File: src/design/adddt_pkg.sv
`timescale 1ns / 1ps

package adddt_pkg;

  localparam int DayW  = 5;
  localparam int MonW  = 4;
  localparam int YearW = 14;
  localparam int AddW  = 16;
  localparam int QuoW  = 8;
  localparam int RemW  = 7;
  localparam int ProdW = 27;

  // The year is split into year / 100 and year % 100 by a reciprocal multiply.
  localparam logic [ProdW-1:0] YearRecip = ProdW'(5243);
  localparam int               YearShift = 19;
  localparam logic [YearW-1:0] Century   = YearW'(100);
  localparam logic [RemW-1:0]  RemLast   = RemW'(99);

  localparam logic [MonW-1:0]  MonthJan = 4'd1;
  localparam logic [MonW-1:0]  MonthFeb = 4'd2;
  localparam logic [MonW-1:0]  MonthDec = 4'd12;

  typedef struct packed {
    logic load;
    logic div;
    logic rem;
    logic check;
    logic step;
    logic out_load;
  } adddt_cmd_t;

  typedef struct packed {
    logic n_zero;
    logic bad;
  } adddt_status_t;

  function automatic logic [DayW-1:0] month_len(input logic [MonW-1:0] m, input logic leap);
    logic [DayW-1:0] len;
    unique case (m)
      4'd2:                     len = leap ? 5'd29 : 5'd28;
      4'd4, 4'd6, 4'd9, 4'd11:  len = 5'd30;
      default:                  len = 5'd31;
    endcase
    return len;
  endfunction

endpackage

File: src/design/adddt_dp.sv
`timescale 1ns / 1ps

module adddt_dp #(
  parameter int CntW = 16
) (
  input  logic                              clk_i,
  input  logic                              rst_ni,
  input  adddt_pkg::adddt_cmd_t             cmd_i,
  output adddt_pkg::adddt_status_t          status_o,
  input  logic [adddt_pkg::DayW-1:0]        start_day_i,
  input  logic [adddt_pkg::MonW-1:0]        start_month_i,
  input  logic [adddt_pkg::YearW-1:0]       start_year_i,
  input  logic [adddt_pkg::AddW-1:0]        days_to_add_i,
  output logic [adddt_pkg::DayW-1:0]        end_day_o,
  output logic [adddt_pkg::MonW-1:0]        end_month_o,
  output logic [adddt_pkg::YearW-1:0]       end_year_o,
  output logic                              bad_date_o
);

  logic [adddt_pkg::DayW-1:0]  d_q;
  logic [adddt_pkg::MonW-1:0]  m_q;
  logic [adddt_pkg::YearW-1:0] y_q;
  logic [CntW-1:0]             n_q;
  logic [adddt_pkg::QuoW-1:0]  q_q;
  logic [adddt_pkg::RemW-1:0]  r_q;
  logic                        bad_q;

  logic [adddt_pkg::DayW-1:0]  end_day_q;
  logic [adddt_pkg::MonW-1:0]  end_month_q;
  logic [adddt_pkg::YearW-1:0] end_year_q;
  logic                        bad_date_q;

  logic                        leap;
  logic [adddt_pkg::DayW-1:0]  len;
  logic                        bad_now;
  logic [adddt_pkg::DayW-1:0]  to_next;
  logic                        fits;
  logic [adddt_pkg::ProdW-1:0] prod;
  logic [adddt_pkg::YearW-1:0] cent;

  // A year is a leap year when it is divisible by 4 and either not a whole
  // century or a century divisible by 400.
  assign leap    = (y_q[1:0] == 2'd0) && ((r_q != '0) || (q_q[1:0] == 2'd0));
  assign len     = adddt_pkg::month_len(m_q, leap);
  assign bad_now = (m_q < adddt_pkg::MonthJan) || (m_q > adddt_pkg::MonthDec) ||
                   (d_q == '0) || (d_q > len);
  assign to_next = len - d_q + 5'd1;
  assign fits    = n_q < CntW'(to_next);
  assign prod    = adddt_pkg::ProdW'(y_q) * adddt_pkg::YearRecip;
  assign cent    = adddt_pkg::YearW'(q_q) * adddt_pkg::Century;

  always_ff @(posedge clk_i) begin
    if (cmd_i.load) begin
      d_q <= start_day_i;
      m_q <= start_month_i;
      y_q <= start_year_i;
      n_q <= days_to_add_i[CntW-1:0];
    end
    if (cmd_i.div) begin
      q_q <= prod[adddt_pkg::YearShift +: adddt_pkg::QuoW];
    end
    if (cmd_i.rem) begin
      r_q <= adddt_pkg::RemW'(y_q - cent);
    end
    if (cmd_i.check) begin
      bad_q <= bad_now;
    end
    if (cmd_i.step) begin
      if (!fits) begin
        n_q <= n_q - CntW'(to_next);
        d_q <= 5'd1;
        if (m_q == adddt_pkg::MonthDec) begin
          m_q <= adddt_pkg::MonthJan;
          y_q <= y_q + 14'd1;
          if (y_q == '1) begin
            r_q <= '0;
            q_q <= '0;
          end else if (r_q == adddt_pkg::RemLast) begin
            r_q <= '0;
            q_q <= q_q + 8'd1;
          end else begin
            r_q <= r_q + 7'd1;
          end
        end else begin
          m_q <= m_q + 4'd1;
        end
      end else begin
        d_q <= d_q + adddt_pkg::DayW'(n_q);
        n_q <= '0;
      end
    end
    if (cmd_i.out_load) begin
      end_day_q   <= d_q;
      end_month_q <= m_q;
      end_year_q  <= y_q;
      bad_date_q  <= bad_q;
    end
  end

  assign status_o.n_zero = (n_q == '0);
  assign status_o.bad    = bad_q;

  assign end_day_o   = end_day_q;
  assign end_month_o = end_month_q;
  assign end_year_o  = end_year_q;
  assign bad_date_o  = bad_date_q;

  a_step_shrinks: assert property (@(posedge clk_i) disable iff (!rst_ni)
    (cmd_i.step && (n_q != '0)) |=> (n_q < $past(n_q)))
    else $error("Day count did not shrink on a step.");

  a_rem_range: assert property (@(posedge clk_i) disable iff (!rst_ni)
    cmd_i.rem |=> (r_q <= adddt_pkg::RemLast))
    else $error("Year remainder out of range.");

  a_step_day_valid: assert property (@(posedge clk_i) disable iff (!rst_ni)
    (cmd_i.step && (n_q != '0)) |=> ((d_q != '0) && (d_q <= len)))
    else $error("Day left outside the month after a step.");

endmodule

File: src/design/adddt_ctrl.sv
`timescale 1ns / 1ps

module adddt_ctrl (
  input  logic                     clk_i,
  input  logic                     rst_ni,
  input  logic                     in_valid_i,
  output logic                     in_ready_o,
  output logic                     out_valid_o,
  input  logic                     out_ready_i,
  input  adddt_pkg::adddt_status_t status_i,
  output adddt_pkg::adddt_cmd_t    cmd_o
);

  typedef enum logic [2:0] {
    StIdle,
    StDiv,
    StRem,
    StCheck,
    StRun,
    StFin
  } state_e;

  state_e state_q;
  logic   out_valid_q;
  logic   out_free;
  logic   done;

  assign out_free   = !out_valid_q || out_ready_i;
  assign done       = status_i.bad || status_i.n_zero;
  assign in_ready_o = (state_q == StIdle);
  assign out_valid_o = out_valid_q;

  always_comb begin
    cmd_o          = '0;
    cmd_o.load     = (state_q == StIdle) && in_valid_i;
    cmd_o.div      = (state_q == StDiv);
    cmd_o.rem      = (state_q == StRem);
    cmd_o.check    = (state_q == StCheck);
    cmd_o.step     = (state_q == StRun) && !done;
    cmd_o.out_load = (state_q == StFin) && out_free;
  end

  always_ff @(posedge clk_i or negedge rst_ni) begin
    if (!rst_ni) begin
      state_q     <= StIdle;
      out_valid_q <= 1'b0;
    end else begin
      if (cmd_o.out_load) begin
        out_valid_q <= 1'b1;
      end else if (out_ready_i) begin
        out_valid_q <= 1'b0;
      end
      unique case (state_q)
        StIdle:  if (in_valid_i) state_q <= StDiv;
        StDiv:   state_q <= StRem;
        StRem:   state_q <= StCheck;
        StCheck: state_q <= StRun;
        StRun:   if (done) state_q <= StFin;
        StFin:   if (out_free) state_q <= StIdle;
        default: state_q <= StIdle;
      endcase
    end
  end

  a_accept_starts: assert property (@(posedge clk_i) disable iff (!rst_ni)
    (in_valid_i && in_ready_o) |=> (state_q == StDiv))
    else $error("Accepted request did not start the year split.");

  a_fin_holds: assert property (@(posedge clk_i) disable iff (!rst_ni)
    ((state_q == StFin) && out_valid_q && !out_ready_i) |=> (state_q == StFin))
    else $error("Result dropped while the output register was full.");

  a_out_loaded: assert property (@(posedge clk_i) disable iff (!rst_ni)
    cmd_o.out_load |=> (out_valid_q && (state_q == StIdle)))
    else $error("Result load did not raise valid.");

endmodule

File: src/design/add_days_to_date_core.sv
`timescale 1ns / 1ps
// Requests pass through the year split, the date check, the month-stepping loop (one
// month boundary per step) and the load of the result into the output register.
// A new request is taken only in idle, once the previous result has been loaded.
// A new request is taken while a finished result still waits in the output register.
// Reset clears the controller state and the output valid; datapath registers are not reset.
module add_days_to_date_core #(
  parameter int ADD_BITS = 16
) (
  input  logic                              clk_i,
  input  logic                              rst_ni,
  input  logic                              in_valid_i,
  output logic                              in_ready_o,
  input  logic [adddt_pkg::DayW-1:0]        start_day_i,
  input  logic [adddt_pkg::MonW-1:0]        start_month_i,
  input  logic [adddt_pkg::YearW-1:0]       start_year_i,
  input  logic [adddt_pkg::AddW-1:0]        days_to_add_i,
  output logic                              out_valid_o,
  input  logic                              out_ready_i,
  output logic [adddt_pkg::DayW-1:0]        end_day_o,
  output logic [adddt_pkg::MonW-1:0]        end_month_o,
  output logic [adddt_pkg::YearW-1:0]       end_year_o,
  output logic                              bad_date_o
);

  localparam int CntW = (ADD_BITS < adddt_pkg::AddW) ? ADD_BITS : adddt_pkg::AddW;

  adddt_pkg::adddt_cmd_t    cmd;
  adddt_pkg::adddt_status_t status;

  adddt_ctrl u_ctrl (
    .clk_i       (clk_i),
    .rst_ni      (rst_ni),
    .in_valid_i  (in_valid_i),
    .in_ready_o  (in_ready_o),
    .out_valid_o (out_valid_o),
    .out_ready_i (out_ready_i),
    .status_i    (status),
    .cmd_o       (cmd)
  );

  adddt_dp #(
    .CntW (CntW)
  ) u_dp (
    .clk_i         (clk_i),
    .rst_ni        (rst_ni),
    .cmd_i         (cmd),
    .status_o      (status),
    .start_day_i   (start_day_i),
    .start_month_i (start_month_i),
    .start_year_i  (start_year_i),
    .days_to_add_i (days_to_add_i),
    .end_day_o     (end_day_o),
    .end_month_o   (end_month_o),
    .end_year_o    (end_year_o),
    .bad_date_o    (bad_date_o)
  );

endmodule

File: config.mk
export PLATFORM = sky130hd
export DESIGN_NAME = add_days_to_date_core
export DESIGN_NICKNAME = d
export VERILOG_FILES = /design/src/design/adddt_pkg.sv /design/src/design/adddt_dp.sv /design/src/design/adddt_ctrl.sv /design/src/design/add_days_to_date_core.sv
export SDC_FILE = /design/constraint.sdc
export NUM_CORES = 1
export LEC_CHECK = 0
export ABC_AREA = 0
export ABC_CLOCK_PERIOD_IN_PS = 10600
export BUFFER_PORTS_ARGS = -buffer_cell sky130_fd_sc_hd__clkbuf_2
export CORE_ASPECT_RATIO = 0.7
export CORE_UTILIZATION = 40
export DETAILED_ROUTE_END_ITERATION = 10
export PLACE_DENSITY = 0.6
export RECOVER_POWER = 25
export SLEW_MARGIN = 20
export SYNTH_ARGS = -nofsm -noshare
export SYNTH_HDL_FRONTEND = slang
export SYNTH_HIERARCHICAL = 1
export SYNTH_SLANG_ARGS = --single-unit
export TNS_END_PERCENT = 30
File: constraint.sdc
create_clock -name clk_i -period 10.6 [get_ports clk_i]
set_input_delay 1.06 -clock clk_i [delete_from_list [all_inputs] [get_ports clk_i]]
set_output_delay 1.06 -clock clk_i [all_outputs]
set_load 0.01 [all_outputs]
After elaboration in Yosys (flattened, before gate mapping) --
Cells that the tools add are included.
Word-level totals: logic and storage cells 100, bits in registers 83, output and inout bits 26, input port bits 43
Cells by class: equality and inequality tests 16, magnitude comparators 4, multipliers 2, add/sub/neg operators 9, reduce and logical (&&, ||, !) cells 22, multiplexer cells 34
Operators with widths (count):
- 14-bit two-way mux | 4
- 16-bit two-way mux | 3
- 8-bit two-way mux | 6
- 7-bit two-way mux | 6
- 14-bit by 13-bit multiplier with 27-bit output, second input constant | 1
- 3-bit one-hot mux with 6 select lines | 1
- 16-bit logical NOT | 1
- 16-bit by 5-bit < comparator with 1-bit output | 1
- 4-bit two-way mux | 4
- 16-bit by 5-bit subtractor with 16-bit output | 1
- 5-bit two-way mux | 3
- 14-bit by 1-bit adder with 14-bit output, second input constant | 1
- 14-bit equality test, second input constant | 1
- 4-bit equality test, second input constant | 3
- 5-bit one-hot mux with 2 select lines | 1
- 3-bit two-way mux | 3
- 8-bit by 1-bit adder with 8-bit output, second input constant | 1
- 4-bit by 3-bit equality test with 1-bit output, second input constant | 2
- 8-bit by 5-bit multiplier with 5-bit output, second input constant | 1
- 7-bit by 1-bit adder with 7-bit output, second input constant | 1
- 7-bit equality test, second input constant | 1
- 7-bit nonzero test | 1
- 7-bit subtractor | 1
- 3-bit by 2-bit equality test with 1-bit output, second input constant | 2
- 22 further kinds | 37

Logic depth before layout (Yosys ltp) --
Gate-level depths: netlist of the first run.
depth in word-level cells 10, gate-level depth with buffers 23, gate-level depth less buffers 22

Modules after synthesis --
Netlist of the first run, hierarchy kept.
By module, submodules not included:
- adddt_dp | cells each 799, times used 1, area each 7733.7 um^2, sequential area each 1981.9 um^2
- adddt_ctrl | cells each 22, times used 1, area each 210.2 um^2, sequential area each 100.1 um^2

Worst setup path before layout of the first run --
No wires, ideal clock.
path kind reg-to-reg, from register u_dp/y_q[11] (netlist bit), to register u_dp/q_q[0] (netlist bit), data required time 10.494 ns, data arrival time 4.577 ns, cell stages (with the launch flop) 18, buffers on the path 0, slack 5.917 ns, setup time 0.106 ns, clock period less this slack 4.683 ns, path through dfxtp_1 -> fa_1 -> ha_1 -> inv_1 -> fa_1 -> inv_1 -> fa_1 -> inv_1 -> fa_1 -> inv_1 -> ha_1 -> a211oi_1 -> o21bai_1 -> a211oi_1 -> a21oi_1 -> xor2_1 -> a21boi_0 -> o311ai_0
On the way: word-level cells in the longest chain between the ends 7, elaborated cells on any way between the ends 8, classes of those cells 1 x mul; 1 x eq/ne; 6 x mux
RTL lines:
- from (decl) | RTL line adddt_dp.sv:22 | logic [adddt_pkg::YearW-1:0] y_q;
- from (signal assigned) | RTL line adddt_dp.sv:56 | y_q <= start_year_i;
- from (signal assigned) | RTL line adddt_dp.sv:74 | y_q <= y_q + 14'd1;
- 14-bit by 13-bit multiplier with 27-bit output | RTL line adddt_dp.sv:49 | assign prod = adddt_pkg::ProdW'(y_q) * adddt_pkg::YearRecip;
- 8-bit two-way mux | RTL line adddt_dp.sv:59 | if (cmd_i.div) begin
- 8-bit two-way mux | RTL line adddt_dp.sv:78 | end else if (r_q == adddt_pkg::RemLast) begin
- 8-bit two-way mux | RTL line adddt_dp.sv:75 | if (y_q == '1) begin
- 8-bit two-way mux | RTL line adddt_dp.sv:72 | if (m_q == adddt_pkg::MonthDec) begin
- 8-bit two-way mux | RTL line adddt_dp.sv:69 | if (!fits) begin
- 8-bit two-way mux * | RTL line adddt_dp.sv:68 | if (cmd_i.step) begin
- to (signal assigned) | RTL line adddt_dp.sv:60 | q_q <= prod[adddt_pkg::YearShift +: adddt_pkg::QuoW];
- to (signal assigned) | RTL line adddt_dp.sv:80 | q_q <= q_q + 8'd1;
- to (decl) | RTL line adddt_dp.sv:24 | logic [adddt_pkg::QuoW-1:0] q_q;
Mark *: on every way between the ends. The rest lies on a longest branch, timed or not. A chain may end at the register's enable or synchronous reset.

Worst setup path after layout of the first run --
Same ends and word-level chain as after synthesis.

==> impl_metrics.tcl, run 1 <==
set metrics [dict create \
    gp_congestion 0.861 \
    finalSetupViolCount 0 \
    synth_edf_count 46 \
    routed.top_layer "met4" \
    end_kind "flop" \
    ios 69 \
    synth_cell_type_count 65 \
    worst_ep_required_time_ns 10.84 \
    syn_inst 821 \
    cts.sinks 80 \
    routed-via-count 5834 \
    via_per_inst 5.05 \
    gr-total-overflow 0 \
    avgSynthCellArea_um2 9.68 \
    synth_ff_type "edfxtp_1" \
    worst-path-max-fanout 12 \
    drc 0 \
    core_mm2 0.0192 \
    place.port_buffers 68 \
    finalCritPeriodShare_pct 48.2 \
    tritoncts "yes" \
    drtIter0Drc 477 \
    min_path_type "flop to flop" \
    die_h_um 120 \
    ys_warn_count 6 \
    maxCapViolations 0 \
    regArea_mm2 0.00208 \
    std_cell_rows 42 \
    multi_input_area_mm2 0.00514 \
    area_growth_pct 11.8 \
    timing.hold.ws_ns 0.458 \
    routed-wl-met3_um 1340 \
    synthArstFlopShare_pct 5.00 \
    rsz0062_at_grt "no" \
    period_needed_ns 5.10 \
    grt_first_pass_wirelength_um 30500 \
    cp.arrival_ns 5.35 \
    num-fill-cells 1807 \
    nets 1125 \
    hpwl_um 15100 \
    skew_ns 0.00679 \
    detail_route.wl_per_cell_um 16.2 \
    maxSlewHeadroom_pct 46.0 \
    drive_above_1_share_pct 11.3 \
    grt_max_degree 32 \
    cts_made_buffers 9 \
    drtPass1Iterations 6 \
    maxSlewViolCount 0 \
    cts_resized 0 \
    grt_pass1_vias 5590 \
    start_util_pct 41.4 \
    worstMarginPinSlew_ns 0.802 \
    ys_seq_area_share_pct 26.2 \
    post_cts_buffers 0 \
    setup_tns_ns 0 \
    status "completed" \
    cp-start-kind "flop" \
    htree_levels 3 \
    met1_length_um 10300 \
    ant_nets 0 \
    antenna_found_initial 0 \
    cts_root_buf "clkbuf_16" \
    cts_max_path_buffers 2 \
    clkTransAtPathRegs_ns 0.07 \
    ys_ff_latch 80 \
    diodes 0 \
    drt_wl_total_um 18700 \
    fmax_mhz 196 \
    track_usage_pct 19.8 \
    cts_hold_buffers 0 \
    finalHoldViolCount 0 \
    wl_met2_um 6920 \
    syn-num-nets 1059 \
    die_area_mm2 0.0204 \
    die_w_um 170 \
    clk_latency_ns 0.35 \
    worst-setup-path-type "flop to flop" \
    syn_area_mm2 0.00794 \
]
==> critical path, cell delays in order (launching register included) <==
cell and delay (ns):
dfxtp_1 0.72, fa_1 0.53, ha_1 0.29, inv_1 0.04
fa_1 0.47, inv_1 0.05, fa_1 0.53, inv_1 0.05
fa_1 0.53, inv_1 0.04, ha_1 0.30, a211oi_1 0.21
o21bai_1 0.13, a211oi_1 0.34, a21oi_1 0.19, xor2_1 0.21
a21boi_0 0.11, o311ai_0 0.27
==> flip-flops by register name, summed over array words and instances (netlist names) <==
name / cells
u_dp/q_q: 5
u_dp/m_q: 4
u_ctrl/state_q: 3
u_dp/bad_q: 1
u_dp/n_q: 16
u_ctrl/out_valid_o: 1
u_dp/end_year_o: 14
u_dp/end_month_o: 4
u_dp/y_q: 14
u_dp/d_q: 5
u_dp/end_day_o: 5
u_dp/r_q: 7
u_dp/bad_date_o: 1
==> cells in the mapped netlist, drive strengths merged (3+ instances only) <==
master / instances / share of area, %
a211oi: 4 / 0.38
nand4: 7 / 0.55
buf: 8 / 0.77
dfrtp: 4 / 1.3
a31oi: 8 / 0.63
xnor2: 20 / 2.2
or3: 3 / 0.24
nor3b: 3 / 0.35
mux2i: 9 / 1.1
o32ai: 5 / 0.55
nor2: 49 / 2.3
o221ai: 3 / 0.33
nor4: 5 / 0.39
and4: 5 / 0.55
o22ai: 20 / 1.6
dfxtp: 30 / 7.6
xor2: 11 / 1.2
clkbuf: 10 / 0.47
o21a: 3 / 0.38
inv: 164 / 7.7
nand2: 33 / 1.7
fa: 66 / 17
edfxtp: 46 / 17
a21oi: 42 / 2.7
and2: 4 / 0.31
nor2b: 4 / 0.31
nand2b: 5 / 0.39
o21ai: 41 / 2.7
nor3: 10 / 0.63
or2: 5 / 0.39
ha: 129 / 20
a21o: 7 / 0.66
nand3: 17 / 1.1
and3: 9 / 0.71
or4: 5 / 0.57
o21bai: 5 / 0.52
==> cell usage in the layout, fill, tap and decap left out, types with 4 or more instances in the layout <==
| cell type | count |
|---|---|
| a211oi_1 | 4 |
| a21o_1 | 7 |
| a21oi_1 | 41 |
| a31oi_1 | 8 |
| and3_1 | 9 |
| and4_1 | 5 |
| buf_4 | 5 |
| clkbuf_16 | 9 |
| clkbuf_2 | 66 |
| dfrtp_1 | 4 |
| dfxtp_1 | 30 |
| edfxtp_1 | 46 |
| fa_1 | 66 |
| ha_1 | 129 |
| inv_1 | 164 |
| mux2i_1 | 9 |
| nand2_1 | 32 |
| nand2b_1 | 5 |
| nand3_1 | 17 |
| nand4_1 | 7 |
| nor2_1 | 48 |
| nor3_1 | 10 |
| nor4_1 | 5 |
| o21ai_0 | 36 |
| o21ai_1 | 4 |
| o21bai_1 | 4 |
| o22ai_1 | 20 |
| o32ai_1 | 5 |
| or2_2 | 4 |
| xnor2_1 | 20 |
| xor2_1 | 11 |
==> logic make-up after synthesis <==
kind of cell	Yosys count	synth area share [%]
multiplexers	9	1.13
buffers and inverters	182	8.99
adder cells (fa/ha/maj)	195	37.0
flip-flops	80	26.2
AO/OA/AOI/OAI	157	12.5
AND/OR/NAND/NOR	167	10.8
XOR/XNOR	31	3.42
==> per-stage QoR <==
stage,setup WS (ns),std cells,util [%],cell area [µm²]
after floorplan,5.92,821,-,7940
after global placement,5.61,1140,44.6,8560
after detailed placement,5.53,1140,44.6,8560
after CTS,5.51,1156,46.4,8890
after global routing,5.12,1156,46.3,8880
final,5.50,1156,46.3,8880
==> metal layers <==
metal | global-route usage [%] | vias up
met5 | 0 | -
met4 | 4.73 | 0
met3 | 4.45 | 8
met2 | 25.4 | 143
met1 | 32.3 | 2744
li1 | - | 2939
==> area by class of cell <==
type,count,area share (%)
clock buffers,9,2.54
multi-input cells,559,57.9
inverters,164,6.93
flip-flops and latches,80,23.4
repair buffers,73,4.23
clock inverters,7,1.21
well taps,264,3.72
==> worst paths after layout <==
path / slack, ns / to / depth (start not counted) / from
worst max-delay path: 5.50 / u_dp/q_q[0] / 17 / u_dp/y_q[11]
worst min-delay path: 0.46 / u_dp/bad_date_o / 0 / u_dp/bad_q
worst max register to register: 5.50 / u_dp/q_q[0] / 17 / u_dp/y_q[11]
worst min register to register: 0.46 / u_dp/bad_date_o / 0 / u_dp/bad_q
max in group asynchronous: 9.86 / u_ctrl/state_q[0] / 1 / rst_ni
min in group asynchronous: 0.54 / u_ctrl/state_q[1] / 1 / rst_ni
Power of run 1 is not shown: default switching activity piles up to over one toggle a cycle in this logic, so the estimate is an artifact.
==> inputs of run 2 (changes only) <==
--- a/config.mk
+++ b/config.mk
@@ -6,7 +6,7 @@
 export NUM_CORES = 1
 export LEC_CHECK = 0
 export ABC_AREA = 0
-export ABC_CLOCK_PERIOD_IN_PS = 10600
+export ABC_CLOCK_PERIOD_IN_PS = 5050
 export BUFFER_PORTS_ARGS = -buffer_cell sky130_fd_sc_hd__clkbuf_2
 export CORE_ASPECT_RATIO = 0.7
 export CORE_UTILIZATION = 40
==> constraint.sdc (replaced) <==
create_clock -name clk_i -period 5.05 [get_ports clk_i]
set_input_delay 0.505 -clock clk_i [delete_from_list [all_inputs] [get_ports clk_i]]
set_output_delay 0.505 -clock clk_i [all_outputs]
set_load 0.01 [all_outputs]
==> run 2 against run 1 <==
Compared with the run above:
- routed wire length grew 2.3%
- sequential share of layout area shrank 0.36 points
- global-route usage grew 0.58 points
- clock-buffer cell count is the same
- design area grew 1.7%
- die area is the same
- critical path depth shrank 1
- fmax grew 7.3%
- worst hold slack lost 0.081 ns
- register-to-register slack lost 5.2 ns
- flip-flop and latch count is the same
- core utilization grew 0.81 points
- largest cell class unchanged
==> impl_metrics.tcl, run 2 (synthesis results as in run 1) <==
set metrics [dict create \
    clkTransAtPathRegs_ns 0.07 \
    crit_family "adder cells" \
    routed-wl-met3_um 1540 \
    grt_max_degree 30 \
    crit_top_cell "fa_1" \
    crit_chain "clkbuf_1 > fa_1 > ha_1 > fa_1 > fa_1 > inv_1 > fa_1 > inv_1 > ha_1 > nand2_1 > o21ai_0 > a211oi_2 > a21oi_1 > xor2_1 > a21boi_0 > o311ai_0" \
    cts.sinks 80 \
    drive_above_1_share_pct 12.8 \
    std_cell_rows 42 \
    setup_tns_ns 0 \
    layout_commonest_cell "inv_1" \
    r2r_start "u_dp/y_q[8]" \
    setup_slack_ns 0.294 \
    track_usage_pct 20.4 \
    worstMarginPinSlew_ns 0.810 \
    rrSetupSlack_ns 0.29 \
    area_growth_pct 13.8 \
    routed-via-count 5951 \
    final_core_util_pct 47.1 \
    diodes 0 \
    worst_ep_required_time_ns 5.30 \
    ant_nets 0 \
    die_w_um 170 \
    place.port_buffers 68 \
    cts_made_buffers 9 \
    worst-setup-path-type "flop to flop" \
    die_area_mm2 0.0204 \
    maxSlewHeadroom_pct 45.5 \
    final_cells 1178 \
    crit_path_top_delay_cell "fa_1" \
    tritoncts "yes" \
    end_kind "flop" \
    maxCapViolations 0 \
    via_per_inst 5.05 \
    finalCritPeriodShare_pct 94.2 \
    status "completed" \
    routed.top_layer "met4" \
    core_mm2 0.0192 \
    cts_max_path_buffers 2 \
    wl_met2_um 7200 \
    min-delay-start "start_year_i[8]" \
    worst-path-max-fanout 5 \
    cp-start-kind "flop" \
    detail_route.wl_per_cell_um 16.2 \
    top_register "u_dp/n_q" \
    drc 0 \
    finalSetupViolCount 0 \
    max_stage_delay_ns 0.54 \
    start_util_pct 41.4 \
    die_h_um 120 \
    fmax_mhz 210 \
    critPathBufInv 3 \
    ios 69 \
    dp_slack_ns 0.120 \
    grt_pass1_vias 5812 \
    gp_congestion 0.893 \
    maxSlewViolCount 0 \
    reg2reg_depth 16 \
    min_path_type "primary input to flop" \
    drt_wl_total_um 19100 \
    cp.arrival_ns 5.01 \
    skew_ns 0.00725 \
    rsz0062_at_grt "yes" \
    cts_root_buf "clkbuf_16" \
    post-place-cells 1161 \
    drtIter0Drc 418 \
    hpwl_um 15500 \
    min_to "u_dp/y_q[8]" \
    finalHoldViolCount 0 \
    antenna_found_initial 0 \
    gr-total-overflow 0 \
    htree_levels 3 \
    r2r-end "u_dp/q_q[0]" \
    hold_path_depth 3 \
    clk_latency_ns 0.36 \
    met1_length_um 10200 \
    grt_first_pass_wirelength_um 31300 \
    drtPass1Iterations 5 \
    period_needed_ns 4.76 \
    final_cell_mix "inv_1 (164), ha_1 (129), fa_1 (66), clkbuf_2 (61), nor2_1 (48)" \
    largest_reg_flops 16 \
    nets 1147 \
]
## run 2: worst min-delay path: stages
cell	delay, ns
clkbuf_2	0.08
nor2_1	0.04
nor2_1	0.08
## run 2: routing by layer
metal	vias up	global-route usage, %
met4	0	4.56
met3	11	5.11
met5	-	0
met1	2791	32.5
li1	2975	-
met2	174	26.9
## run 2: repair_timing
item / in CTS / in global routing
resized for setup: 0 / 5
endpoints found under the setup margin: 0 / 3
hold buffers: 1 / 0
hold endpoints to repair: 4 / 0
buffers inserted: 0 / 0
## run 2: how the worst max path moves through the flow
stage                  from           end  depth (start not counted)
5_1_grt         u_dp/q_q[0]  u_dp/n_q[12]                         21
4_1_cts        u_dp/y_q[11]   u_dp/q_q[0]                         17
6_report        u_dp/y_q[8]   u_dp/q_q[0]                         16
3_5_place_dp   u_dp/y_q[11]   u_dp/q_q[0]                         17
3_3_place_gp   u_dp/y_q[11]   u_dp/q_q[0]                         17
2_1_floorplan  u_dp/y_q[11]   u_dp/q_q[0]                         17
## run 2: per-stage QoR
step	hold slack (ns)	area, µm²
floorplan	0.209	7940
global placement	0.320	8720
detailed placement	0.322	8720
CTS	0.366	9060
global route	0.378	9040
finish	0.377	9040
## run 2: final cells by class
type                            instances  area [µm²]
Tap cell                              264         330
Timing Repair Buffer                   95         518
Fill cell                            1813       10100
Sequential cell                        80        2090
Multi-Input combinational cell        559        5150
Clock inverter                          7         109
Inverter                              164         616
Clock buffer                            9         225
Power of run 2 is left out for the same reason.
==> inputs of run 3 (changes only) <==
--- a/config.mk
+++ b/config.mk
@@ -16,6 +16,5 @@
 export SLEW_MARGIN = 20
 export SYNTH_ARGS = -nofsm -noshare
 export SYNTH_HDL_FRONTEND = slang
-export SYNTH_HIERARCHICAL = 1
 export SYNTH_SLANG_ARGS = --single-unit
 export TNS_END_PERCENT = 30
==> run 3 against run 2 <==
Compared with the run above:
- design area down 0.66%
- area after synthesis shrank 0.96%
- clock-buffer cell count grew 2
- non-clock buffer count grew 6
- critical path depth grew 1
- core utilization decreased by 0.055 points
- routed wire length is 2.0% higher
- flip-flop and latch count stayed put
- final cell count up 0.34%
- synthesized cell count fell by 0.37%
==> impl_metrics.tcl, run 3 <==
set metrics [dict create \
    ys_seq_area_share_pct 26.5 \
    status "completed" \
    syn-num-nets 1057 \
    clkTransAtPathRegs_ns 0.06 \
    place.port_buffers 68 \
    maxSlewHeadroom_pct 33.5 \
    cts.sinks 80 \
    die_area_mm2 0.0202 \
    end_kind "flop" \
    grt_max_degree 26 \
    syn_inst 818 \
    core_mm2 0.0191 \
    crit_family "adder cells" \
    die_h_um 119 \
    cp.arrival_ns 5.01 \
    worst_ep_required_time_ns 5.22 \
    gr-total-overflow 0 \
    avgSynthCellArea_um2 9.62 \
    wl_met2_um 7300 \
    drive_above_1_share_pct 12.4 \
    cts_made_buffers 9 \
    finalCritPeriodShare_pct 95.9 \
    dp_slack_ns -0.0586 \
    ant_nets 0 \
    top_register "u_dp.n_q" \
    routed-via-count 6028 \
    reg2reg_depth 17 \
    r2r-end "u_dp.q_q[4]" \
    drc 0 \
    synthArstFlopShare_pct 5.00 \
    cts_root_buf "clkbuf_16" \
    worstMarginPinSlew_ns 0.995 \
    setup.worst_path.start "u_dp.y_q[1]" \
    area_growth_pct 14.1 \
    drt_wl_total_um 19500 \
    synth_area_leaders "ha_1 (21%), edfxtp_1 (18%), fa_1 (17%)" \
    synth_cell_type_count 64 \
    rrSetupSlack_ns 0.21 \
    tritoncts "yes" \
    synth_edf_count 46 \
    syn_area_mm2 0.00787 \
    setup_slack_ns 0.206 \
    skew_ns 0.00813 \
    yosysTopAreaCellShare_pct 20.7 \
    yosys-top-cells-count "inv_1 (150), ha_1 (130), nand2_1 (68)" \
    r2r_start "u_dp.y_q[1]" \
    min_path_type "primary input to flop" \
    cts_max_path_buffers 2 \
    grt_first_pass_wirelength_um 30800 \
    synth.most_common_cell "inv_1" \
    finalHoldViolCount 0 \
    cp-start-kind "flop" \
    routed.top_layer "met4" \
    max_stage_delay_ns 0.54 \
    critPathBufInv 4 \
    maxSlewViolCount 0 \
    grt_pass1_vias 5520 \
    drtPass1Iterations 5 \
    via_per_inst 5.10 \
    met1_length_um 10800 \
    clk_latency_ns 0.34 \
    final_cell_mix "inv_1 (150), ha_1 (130), nand2_1 (68), fa_1 (66), clkbuf_2 (61)" \
    worst-path-max-fanout 6 \
    start_util_pct 41.2 \
    maxCapViolations 0 \
    cp-endpoint "u_dp.q_q[4]" \
    layout_commonest_cell "inv_1" \
    antenna_found_initial 1 \
    synth_top_cell_by_area "ha_1" \
    largest_reg_flops 16 \
    period_needed_ns 4.84 \
    ios 69 \
    synth_ff_type "edfxtp_1" \
    gp_congestion 0.888 \
    ys_ff_latch 80 \
    htree_levels 3 \
    num-fill-cells 1770 \
    detail_route.wl_per_cell_um 16.5 \
    hpwl_um 16200 \
    crit_path_top_delay_cell "fa_1" \
    die_w_um 170 \
    finalSetupViolCount 0 \
    std_cell_rows 42 \
    nets 1152 \
    worst-setup-path-type "flop to flop" \
    crit_cells 17 \
    ys_warn_count 0 \
    diodes 0 \
    fmax_mhz 206 \
    routed-wl-met3_um 1330 \
    crit_chain "clkbuf_1 > ha_1 > ha_1 > fa_1 > fa_1 > inv_1 > fa_1 > inv_1 > ha_1 > a21oi_1 > o211ai_1 > a211oi_2 > buf_4 > o21ai_0 > o41ai_2 > xnor2_1 > a22oi_1" \
    drtIter0Drc 505 \
    track_usage_pct 20.1 \
]
==> run 3: worst min-delay path by stage <==
stage                                 from            endpoint  depth (start not counted)
after global placement              rst_ni  u_ctrl.out_valid_o                          1
after global routing       start_year_i[0]         u_dp.y_q[0]                          3
after CTS                 start_month_i[2]         u_dp.m_q[2]                          3
after detailed placement            rst_ni  u_ctrl.out_valid_o                          1
final                     start_month_i[2]         u_dp.m_q[2]                          3
after floorplan                     rst_ni  u_ctrl.out_valid_o                          0
==> run 3: final cells by class <==
type	count	area (µm²)	share of cell area (%)
clock buffer	11	233	2.59
clock inverter	5	56.3	0.627
inverter	150	563	6.27
multi-input combinational	571	5150	57.4
sequential	80	2080	23.2
tap	264	330	3.68
timing repair buffer	101	556	6.19
==> run 3: layer usage <==
metal  global-route usage [%]  vias up
li1                         -     2980
met3                     3.49        7
met4                     2.03        0
met1                     34.9     2843
met5                        0        -
met2                     25.3      198
==> run 3: worst reg2reg max path, delay by kind of cell (launching register included) <==
| kind | cells | cell delay [ns] |
|---|---|---|
| xor+xnor | 1 | 0.18 |
| buf+inv | 4 | 0.61 |
| fa+ha+maj | 6 | 2.51 |
| compound gates | 6 | 1.05 |
| flops | 1 | 0.32 |
==> run 3: per-stage QoR <==
step | util (%) | std cells | hold slack, ns | area [µm²] | setup TNS [ns]
6_report | 47.1 | 1182 | 0.394 | 8980 | 0
2_1_floorplan | - | 818 | 0.209 | 7870 | 0
3_5_place_dp | 45.5 | 1164 | 0.322 | 8690 | -0.0586
3_3_place_gp | 45.5 | 1164 | 0.323 | 8690 | 0
5_1_grt | 47.1 | 1182 | 0.409 | 8980 | -0.0124
4_1_cts | 47.1 | 1181 | 0.392 | 8990 | 0
==> run 3: timing repair <==
action	in CTS	in global routing
buffers inserted	0	1
pin swaps	0	1
setup endpoints to repair	1	3
resized for setup	1	4
endpoints found under the hold margin	4	0
hold buffers	1	0
==> run 3: logic make-up after synthesis <==
group           Yosys count  synth area share, %
compound gates          154                 12.6
xor+xnor                 31                 3.45
fa+ha+maj               196                 37.5
buf+inv                 167                 8.27
flops                    80                 26.5
mux                       1                0.127
simple gates            189                 11.6
Power of run 3 is left out for the same reason.
